--- config.mk ---
export PLATFORM = sky130hd
export DESIGN_NAME = aging_label_slot_mapper
export DESIGN_NICKNAME = d
export VERILOG_FILES = /design/src/rtl/alsm_pkg.sv /design/src/rtl/aging_label_slot_mapper.sv
export VERILOG_INCLUDE_DIRS = /design/src /design/src/rtl
export SDC_FILE = /design/constraint.sdc
export NUM_CORES = 1
export LEC_CHECK = 0
export ABC_AREA = 1
export BUFFER_PORTS_ARGS = -buffer_cell sky130_fd_sc_hd__buf_2
export CORE_ASPECT_RATIO = 0.6
export CORE_MARGIN = 5
export CORE_UTILIZATION = 40
export CTS_BUF_LIST = sky130_fd_sc_hd__clkbuf_4 sky130_fd_sc_hd__clkbuf_8
export DETAILED_ROUTE_END_ITERATION = 16
export SETUP_SLACK_MARGIN = 0.3
export SYNTH_ARGS = -nofsm -noshare
export SYNTH_HDL_FRONTEND = slang
export SYNTH_SLANG_ARGS = --single-unit
--- constraint.sdc ---
create_clock -name clk -period 5.3 [get_ports clk]
set_input_delay 0.53 -clock clk [delete_from_list [all_inputs] [get_ports clk]]
set_output_delay 0.53 -clock clk [all_outputs]
set_load 0.02 [all_outputs]
--- src/rtl/assert_macros.svh ---
// assertion macros shared by the rtl
// each use expands to one labeled concurrent assertion on clk, quiet in reset
`ifndef ASSERT_MACROS_SVH
`define ASSERT_MACROS_SVH

// checked at every edge outside reset
`define ASSERT_CHK(lbl, prop, msg) \
	lbl: assert property (@(posedge clk) disable iff (!arst_n) (prop)) else $error(msg);

// implication checked outside reset
`define ASSERT_IMP(lbl, ante, cons, msg) \
	lbl: assert property (@(posedge clk) disable iff (!arst_n) (ante) |-> (cons)) else $error(msg);

// next-cycle implication checked outside reset
`define ASSERT_NXT(lbl, ante, cons, msg) \
	lbl: assert property (@(posedge clk) disable iff (!arst_n) (ante) |=> (cons)) else $error(msg);

`endif

--- src/rtl/alsm_pkg.sv ---
// package for the label slot mapper: widths, reset values, codes, state type
// no dependencies
`timescale 1ns / 1ps

package alsm_pkg;

	localparam int SLOTS_DEF  = 8;
	localparam int AGE_W      = 16;
	localparam int LABEL_W    = 31;
	localparam int FRAME_W    = 32;
	localparam int IDX_W      = 3;
	localparam int MASK_W     = 8;
	localparam int CFG_IDX_W  = 1;

	localparam logic [AGE_W-1:0] REUSE_AGE_RST = AGE_W'(500);
	localparam logic [AGE_W-1:0] SWEEP_AGE_RST = AGE_W'(33);

	localparam logic [CFG_IDX_W-1:0] REG_REUSE_AGE = 1'b0;
	localparam logic [CFG_IDX_W-1:0] REG_SWEEP_AGE = 1'b1;

	localparam logic FUNC_MAP   = 1'b0;
	localparam logic FUNC_SWEEP = 1'b1;

	typedef enum logic [2:0] {
		ST_IDLE   = 3'b001,
		ST_SCAN   = 3'b010,
		ST_FINISH = 3'b100
	} state_t;

endpackage

--- src/rtl/aging_label_slot_mapper.sv ---
// label to slot mapper with per-slot age stamps, top level
// label and stamp live in one synchronous memory, valid bits in flops
// depends on alsm_pkg and assert_macros.svh
//
// usage:
//   command channel: start with func, label and frame_now is taken when busy
//   is low. func map looks the label up, refreshes its stamp on a hit, else
//   claims the lowest free or stale slot; func sweep returns disable_mask.
//   result: done is high for one cycle with slot_index, hit, assigned_new,
//   no_slot and disable_mask; the receiver cannot stall, nothing waits.
//   config: cfg_valid/cfg_ready write cfg_index 0 reuse_age, 1 sweep_age;
//   cfg_ready is always high; the user must write only while no item is in
//   flight, the block itself does not enforce it. timing: busy spans the scan,
//   one memory read per slot on one read port, and the finish state; done
//   strobes in the cycle after busy falls; start may be taken again in that same cycle.
//   reset: all slots free, ages back to 500 and 33, no memory clearing pass.
`timescale 1ns / 1ps
`include "assert_macros.svh"

module aging_label_slot_mapper
	import alsm_pkg::*;
#(
	parameter int SLOTS = SLOTS_DEF
) (
	input  logic                 clk,
	input  logic                 arst_n,
	input  logic                 start,
	output logic                 busy,
	input  logic                 func,
	input  logic [LABEL_W-1:0]   label,
	input  logic [FRAME_W-1:0]   frame_now,
	output logic                 done,
	output logic [IDX_W-1:0]     slot_index,
	output logic                 hit,
	output logic                 assigned_new,
	output logic                 no_slot,
	output logic [MASK_W-1:0]    disable_mask,
	input  logic                 cfg_valid,
	output logic                 cfg_ready,
	input  logic [CFG_IDX_W-1:0] cfg_index,
	input  logic [AGE_W-1:0]     cfg_data
);

	localparam int AW = (SLOTS > 1) ? $clog2(SLOTS) : 1;
	localparam int CW = $clog2(SLOTS + 1);
	localparam int DW = LABEL_W + FRAME_W;

	state_t state_q;

	logic [AGE_W-1:0]   reuse_age_q;
	logic [AGE_W-1:0]   sweep_age_q;
	logic [SLOTS-1:0]   valid_q;

	logic               func_q;
	logic [LABEL_W-1:0] label_q;
	logic [FRAME_W-1:0] now_q;
	logic [FRAME_W-1:0] thr_q;

	logic [CW-1:0]      cnt_q;
	logic               rd_en;
	logic [AW-1:0]      rd_idx_s1;
	logic               rd_vld_s1;
	logic [DW-1:0]      rd_data_s1;
	logic [DW-1:0]      mem [SLOTS];

	logic               hit_found_q;
	logic [AW-1:0]      hit_idx_q;
	logic               free_found_q;
	logic [AW-1:0]      free_idx_q;
	logic [MASK_W-1:0]  mask_q;

	logic               accept;
	logic [FRAME_W-1:0] age_sel;
	logic [FRAME_W-1:0] thr_c;
	logic [LABEL_W-1:0] ent_label;
	logic [FRAME_W-1:0] ent_stamp;
	logic               ent_valid;
	logic               ent_match;
	logic               ent_reuse;
	logic               last_rd;
	logic               we;
	logic [AW-1:0]      wr_idx;

	logic               done_q;
	logic [IDX_W-1:0]   slot_index_q;
	logic               hit_q;
	logic               new_q;
	logic               none_q;
	logic [MASK_W-1:0]  disable_mask_q;
	logic [2:0]         flags_c;

	assign busy      = (state_q != ST_IDLE);
	assign accept    = start && !busy;
	assign cfg_ready = 1'b1;

	// saturating threshold now - age
	assign age_sel = (func == FUNC_SWEEP) ? FRAME_W'(sweep_age_q) : FRAME_W'(reuse_age_q);
	assign thr_c   = (frame_now > age_sel) ? (frame_now - age_sel) : '0;

	assign rd_en   = (state_q == ST_SCAN) && (cnt_q < CW'(SLOTS));
	assign last_rd = rd_vld_s1 && (rd_idx_s1 == AW'(SLOTS - 1));

	assign ent_label = rd_data_s1[DW-1:FRAME_W];
	assign ent_stamp = rd_data_s1[FRAME_W-1:0];
	assign ent_valid = valid_q[rd_idx_s1];
	assign ent_match = ent_valid && (ent_label == label_q);
	assign ent_reuse = !ent_valid || (ent_stamp < thr_q);

	assign we     = (state_q == ST_FINISH) && (func_q == FUNC_MAP)
	                && (hit_found_q || free_found_q);
	assign wr_idx = hit_found_q ? hit_idx_q : free_idx_q;

	// slot memory
	always_ff @(posedge clk) begin
		if (we) begin
			mem[wr_idx] <= {label_q, now_q};
		end
		if (rd_en) begin
			rd_data_s1 <= mem[cnt_q[AW-1:0]];
		end
	end

	always_ff @(posedge clk or negedge arst_n) begin
		if (!arst_n) begin
			reuse_age_q <= REUSE_AGE_RST;
			sweep_age_q <= SWEEP_AGE_RST;
		end else if (cfg_valid && cfg_ready) begin
			case (cfg_index)
				REG_REUSE_AGE: reuse_age_q <= cfg_data;
				REG_SWEEP_AGE: sweep_age_q <= cfg_data;
				default: ;
			endcase
		end
	end

	always_ff @(posedge clk) begin
		if (accept) begin
			func_q  <= func;
			label_q <= label;
			now_q   <= frame_now;
			thr_q   <= thr_c;
		end
		rd_idx_s1 <= cnt_q[AW-1:0];
	end

	always_ff @(posedge clk or negedge arst_n) begin
		if (!arst_n) begin
			state_q      <= ST_IDLE;
			cnt_q        <= '0;
			rd_vld_s1    <= 1'b0;
			valid_q      <= '0;
			hit_found_q  <= 1'b0;
			hit_idx_q    <= '0;
			free_found_q <= 1'b0;
			free_idx_q   <= '0;
			mask_q       <= '0;
		end else begin
			rd_vld_s1 <= rd_en;
			case (state_q)
				ST_IDLE: begin
					if (accept) begin
						state_q      <= ST_SCAN;
						cnt_q        <= '0;
						hit_found_q  <= 1'b0;
						free_found_q <= 1'b0;
						mask_q       <= '0;
					end
				end
				ST_SCAN: begin
					if (rd_en) begin
						cnt_q <= cnt_q + CW'(1);
					end
					if (rd_vld_s1) begin
						if (ent_match && !hit_found_q) begin
							hit_found_q <= 1'b1;
							hit_idx_q   <= rd_idx_s1;
						end
						if (ent_reuse && !free_found_q) begin
							free_found_q <= 1'b1;
							free_idx_q   <= rd_idx_s1;
						end
						if (ent_reuse && (32'(rd_idx_s1) < MASK_W)) begin
							mask_q[3'(rd_idx_s1)] <= 1'b1;
						end
					end
					if (last_rd) begin
						state_q <= ST_FINISH;
					end
				end
				ST_FINISH: begin
					if (we && !hit_found_q) begin
						valid_q[free_idx_q] <= 1'b1;
					end
					state_q <= ST_IDLE;
				end
				default: state_q <= ST_IDLE;
			endcase
		end
	end

	// result register
	always_ff @(posedge clk or negedge arst_n) begin
		if (!arst_n) begin
			done_q <= 1'b0;
		end else begin
			done_q <= (state_q == ST_FINISH);
		end
	end

	always_ff @(posedge clk) begin
		if (state_q == ST_FINISH) begin
			slot_index_q   <= '0;
			hit_q          <= 1'b0;
			new_q          <= 1'b0;
			none_q         <= 1'b0;
			disable_mask_q <= '0;
			if (func_q == FUNC_SWEEP) begin
				disable_mask_q <= mask_q;
			end else if (hit_found_q) begin
				slot_index_q <= IDX_W'(hit_idx_q);
				hit_q        <= 1'b1;
			end else if (free_found_q) begin
				slot_index_q <= IDX_W'(free_idx_q);
				new_q        <= 1'b1;
			end else begin
				none_q <= 1'b1;
			end
		end
	end

	assign done         = done_q;
	assign slot_index   = slot_index_q;
	assign hit          = hit_q;
	assign assigned_new = new_q;
	assign no_slot      = none_q;
	assign disable_mask = disable_mask_q;

	assign flags_c = {hit_q, new_q, none_q};

	`ASSERT_IMP(a_flags_excl, done_q, $onehot0(flags_c), "map result flags overlap")
	`ASSERT_NXT(a_start_busy, accept, busy, "accepted item did not raise busy")
	`ASSERT_NXT(a_finish_done, state_q == ST_FINISH, done_q, "finish without result strobe")
	`ASSERT_IMP(a_read_in_scan, rd_vld_s1, state_q == ST_SCAN, "read data outside scan")
	`ASSERT_IMP(a_no_write_idle, we, state_q == ST_FINISH, "slot write outside finish")

endmodule
# Yosys cells after proc, flatten, opt, wreduce, memory -nomap -nowiden
# Memory sizes are Yosys's and may differ from the RTL's. A register that Yosys moved wholly into a read port is not among the register bits.
# Cells that the tools add are included.
[word_totals]
register_bits = 178
latchBits = 0
ramBits = 504
mem_bits_ro = 0
inputBits = 85
wordCells = 110
mem_count = 1
[mem_list]
columns = ["memory", "words", "word_bits", "read_ports", "rd_clocked_by_memory_dff", "write_ports", "line_no", "text"]
rows = [
  ["mem", 8, 63, 1, 1, 1, "aging_label_slot_mapper.sv:64", "logic [DW-1:0] mem [SLOTS];"],
]
[op_classes]
n_addsub = 2
multipliers = 0
div_mod_pow = 0
magnitude_cmp = 7
n_eq_ne = 13
n_shift = 0
muxes = 32
n_bitwise = 4
reduce_logical = 29
[ops]
columns = ["op", "count"]
rows = [
  ["$gt 32x16->1", 1],
  ["$lt 32x32->1", 1],
  ["$sub 32x16->32", 1],
  ["$eq 31x31->1", 1],
  ["$mux 8", 3],
  ["$mux 16", 1],
  ["$or 8x8->8", 2],
  ["$pmux 8 s2", 1],
  ["$mux 3", 5],
  ["$mux 1", 13],
  ["$reduce_and 4->1", 3],
  ["$logic_and 1x1->1", 11],
  ["$ne 2x2->1 const B", 5],
  ["$reduce_and 3->1", 3],
  ["$lt 3x4->1 const B", 2],
  ["$mux 4", 2],
  ["$pmux 4 s2", 1],
  ["$reduce_and 2->1", 4],
  ["$demux 1 s3", 2],
  ["$eq 3x3->1 const B", 2],
  ["$ge 3x1->1 const B", 2],
  ["$pmux 3 s2", 1],
  ["$add 4x1->4 const B", 1],
  ["$logic_not 1->1", 4],
  ["11 further kinds", 15],
]

# Longest topological paths before layout
[depth]
depth_word = 8
mapped_depth = 17
ltp_nobuf = 17

# Worst setup path before layout
# No wires, ideal clock.
[synth_timing]
kind = "register to register"
start = "register state_q[1]"
end = "memory mem[0][0] (netlist bit), enable pin"
setup_ns = 0.484
arrival_ns = 4.654
required_time_ns = 4.816
setup_slack_ns = 0.161
stages_incl_launch_ff = 4
n_path_buf = 0
period_less_slack_ns = 5.139
path_cell_list = "dfrtp_1 nor3_1 nand3_1 nor2_1"
[synth_between]
elab_chain_cells = 5
[synth_rtl]
columns = ["item", "line_no", "text"]
rows = [
  ["start: declaration", "aging_label_slot_mapper.sv:48", "state_t state_q;"],
  ["start signal: assignment", "aging_label_slot_mapper.sv:148", "state_q <= ST_IDLE;"],
  ["start signal: assignment", "aging_label_slot_mapper.sv:162", "state_q <= ST_SCAN;"],
  ["start signal: assignment", "aging_label_slot_mapper.sv:187", "state_q <= ST_FINISH;"],
  ["$eq 3x3->1", "aging_label_slot_mapper.sv:109", "assign we = (state_q == ST_FINISH) && (func_q == FUNC_MAP)"],
  ["$logic_and 1x1->1", "aging_label_slot_mapper.sv:109", ""],
  ["$logic_and 1x1->1", "aging_label_slot_mapper.sv:110", "&& (hit_found_q || free_found_q);"],
  ["$mux 1", "aging_label_slot_mapper.sv:115", "if (we) begin"],
  ["$mux 1 (implied by the code)", "aging_label_slot_mapper.sv:116", "mem[wr_idx] <= {label_q, now_q};"],
  ["end: declaration", "aging_label_slot_mapper.sv:64", ""],
]
# No other way between the ends.

# Worst setup path after layout
[layout_timing]
start = "register reuse_age_q[2]"
end = "register thr_q[31] (data pin)"
[layout_between]
elab_chain_cells = 2
word_cells_on_any_way = 3
classes_between = "add/sub (1); order compare (1); mux (1)"
[layout_rtl]
columns = ["item", "line_no", "text"]
rows = [
  ["start: declaration", "aging_label_slot_mapper.sv:50", "logic [AGE_W-1:0] reuse_age_q;"],
  ["start signal: assignment", "aging_label_slot_mapper.sv:129", "REG_REUSE_AGE: reuse_age_q <= cfg_data;"],
  ["$mux 16 (*)", "aging_label_slot_mapper.sv:97", "assign age_sel = (func == FUNC_SWEEP) ? FRAME_W'(sweep_age_q) : FRAME_W'(reuse_age_q);"],
  ["$sub 32x16->32 or $gt 32x16->1 (tied branches)", "aging_label_slot_mapper.sv:98", "assign thr_c = (frame_now > age_sel) ? (frame_now - age_sel) : '0;"],
  ["end signal: assignment", "aging_label_slot_mapper.sv:141", "thr_q <= thr_c;"],
  ["end: declaration", "aging_label_slot_mapper.sv:57", "logic [FRAME_W-1:0] thr_q;"],
]
# Mark *: on every way between the ends. The rest lies on a longest branch, timed or not.
# A chain may end at the register's enable or synchronous reset.

==> impl_metrics.json <==
{
  "worstPathRequired_ns": 5.76,
  "setup-violations-final": 0,
  "mostFrequentLayoutCell": "edfxtp_1",
  "yosys_warnings": 0,
  "hold-worst-slack_ns": 0.0753,
  "fmax_mhz": 303,
  "synth_edf_count": 677,
  "viasPerCell": 5.17,
  "yosys_most_used_dff": "edfxtp_1",
  "routed_wirelength_mm": 72.6,
  "synth.distinct_cells": 46,
  "netlist_area_um2": 30200,
  "syn_inst": 2450,
  "p_per_area_nw_per_um2": 485,
  "dieArea_um2": 81400,
  "skew_ns": 0.0375,
  "cts_resized": 0,
  "antenna_cells": 0,
  "p_leak_uw": 0.0126,
  "crit_type": "reg -> reg",
  "reg2reg_depth": 9,
  "ant_nets": 0,
  "ios": 102,
  "grt_pass1_vias": 19252,
  "grt.overflow.total": 0,
  "cts.reportedPaths.clkPinSlew_ns": 0.07,
  "fin_area_um2": 34700,
  "max_cap_violations": 0,
  "fin_crit_sh": 0.622,
  "final_cell_mix": "edfxtp_1, nor2_1, o21ai_0, nand2_1, inv_1",
  "grt_max_degree": 193,
  "grt_pass1_wl_mm": 112,
  "area_growth_pct": 14.9,
  "r2r_start": "reuse_age_q[2]",
  "drc": 0,
  "run_status": "complete, no violations",
  "rows": 78,
  "dpl.hpwl_mm": 40.6,
  "hold_start": "cfg_data[1]",
  "multi_input_area_um2": 7220,
  "r2r_setup_slack_ns": 2.00,
  "start_util": 0.402,
  "min_to": "reuse_age_q[1]",
  "antenna_found_initial": 0,
  "wl_per_cell_um": 19.5,
  "slew_viol_final": 0,
  "hold_viol_final": 0,
  "synth_area_per_cell_um2": 12.3,
  "cts_tree": "done",
  "gp_congestion": 0.859,
  "drive_gt1_frac": 0.129,
  "coreArea_um2": 75200,
  "endpoint_kind": "flop",
  "clk_latency_ns": 0.73,
  "crit_arrival_ns": 3.76,
  "cp-start-kind": "flop",
  "min_path_type": "in -> reg",
  "num_vias": 19220,
  "cts_buffers": 109,
  "drtPass1Iterations": 5,
  "min_period_ns": 3.30,
  "fillers": 6640,
  "rr_endpoint": "thr_q[31]",
  "io_buffers": 100,
  "clock_sinks": 745,
  "cts_buffer_depth": 3,
  "syn-num-nets": 2584,
  "slew_headroom": 0.237,
  "async_reset_ff_frac": 0.0872,
  "vdd_drop_max_v": 0.000429,
  "cp_max_fo": 24,
  "min_path_cells": 3,
  "ys_seq_area_frac": 0.729,
  "drt_iter0_drc": 1652,
  "ys_ff_latch": 745,
  "seq_area_um2": 22000,
  "place_area_um2": 31900,
  "grt_util_all_layers": 0.178,
  "fp.dieH_um": 223,
  "worstMarginPinSlew_ns": 1.14,
  "num-nets-final": 2765,
  "cts_root_buf": "clkbuf_8",
  "grt_setup_unrepaired": "false",
  "fin_tns_setup_ns": 0,
  "cts_max_level": 3,
  "die_width_um": 365
}
-- cell type report --
cell class / count / share of cell area
Clock inverter: 55 / 0.0138
Timing Repair Buffer: 181 / 0.0383
Clock buffer: 146 / 0.0524
Tap cell: 1000 / 0.0360
Sequential cell: 745 / 0.634
Multi-Input combinational cell: 1437 / 0.208
Inverter: 157 / 0.0172
-- synthesized netlist by cell type, drive strengths merged (6+ instances only) --
library cell | n | area share
a31oi | 64 | 0.013
o22ai | 75 | 0.016
nand4 | 10 | 0.0021
inv | 156 | 0.019
edfxtp | 677 | 0.67
mux2i | 14 | 0.0046
nor4 | 8 | 0.0017
o21ai | 317 | 0.053
a22o | 6 | 0.0017
o21bai | 9 | 0.0022
clkbuf | 77 | 0.0096
buf | 34 | 0.0059
xnor2 | 8 | 0.0023
nand3 | 47 | 0.0078
a21oi | 61 | 0.011
ha | 48 | 0.020
xor2 | 8 | 0.0023
nand2 | 197 | 0.025
nor3 | 12 | 0.0020
nor2 | 532 | 0.066
dfrtp | 56 | 0.046
dfstp | 9 | 0.0078
or2 | 7 | 0.0014
-- cells by family (layout without fill, tap and decap cells) --
group / after synthesis / count (layout) / share of synthesized area
fa+ha+maj: 49 / 49 / 0.0205
xor+xnor: 16 / 16 / 0.00464
flops: 745 / 745 / 0.729
compound gates: 540 / 540 / 0.0990
other cells: 1 / 1 / 0.000124
simple gates: 816 / 816 / 0.107
mux: 15 / 15 / 0.00501
buf+inv: 268 / 539 / 0.0350
-- timing repair --
item	in CTS	in global routing
hold endpoints to repair	116	0
buffers inserted	0	0
hold buffers	57	0
-- registers in the layout (all words and copies together) (netlist names), 3 cells and up --
register / flops
cnt_q: 4
disable_mask: 8
now_q: 32
mem: 504
reuse_age_q: 16
rd_data_s1: 63
rd_idx_s1: 3
slot_index: 3
label_q: 31
hit_idx_q: 3
valid_q: 8
sweep_age_q: 16
mask_q: 8
thr_q: 32
state_q: 3
free_idx_q: 3
-- where the power goes --
part	internal, uW	total [uW]	leakage, uW	switching, uW
clock	2640	4890	0.00121	2250
combinational	1110	3560	0.00438	2440
sequential	7660	8390	0.00700	726
total	11400	16800	0.0126	5420
-- per-stage QoR --
stage                     power [uW]  setup slack (ns)  std cells  utilization
final                          16800              2.00       3721        0.462
after global routing           17800              1.88       3721        0.462
after CTS                      17000              2.06       3721        0.462
after detailed placement       12100              1.48       3463        0.423
after global placement         11900              1.55       3463        0.423
after floorplan                10700             0.161       2450            -
-- worst max-delay path by stage --
stage          depth (start not counted)            from  slack, ns         end
5_1_grt                                9  reuse_age_q[6]       1.88   thr_q[31]
4_1_cts                                6          func_q       2.06  mem[5][54]
2_1_floorplan                          3      state_q[1]       0.16   mem[0][0]
3_3_place_gp                          10            func       1.55   thr_q[30]
6_report                               9  reuse_age_q[2]       2.00   thr_q[31]
3_5_place_dp                          10            func       1.48   thr_q[31]
-- critical path: stages (launching register included) --
cell and delay, ns:
dfstp_2 0.54, mux2i_1 0.08, ha_1 0.38, nand2_1 0.12
nor4_1 0.67, nand2_1 0.21, a21oi_4 0.60, inv_2 0.24
nand2_1 0.14, nor2_1 0.05
-- metal layers --
metal,up-vias,global-route usage,share of wire
met3,125,0.0387,0.064
met4,0,0.0435,0.018
li1,9099,-,-
met5,-,0,0
met1,9411,0.260,0.47
met2,585,0.272,0.45
Note: power is estimated with default switching activity, not from simulation.
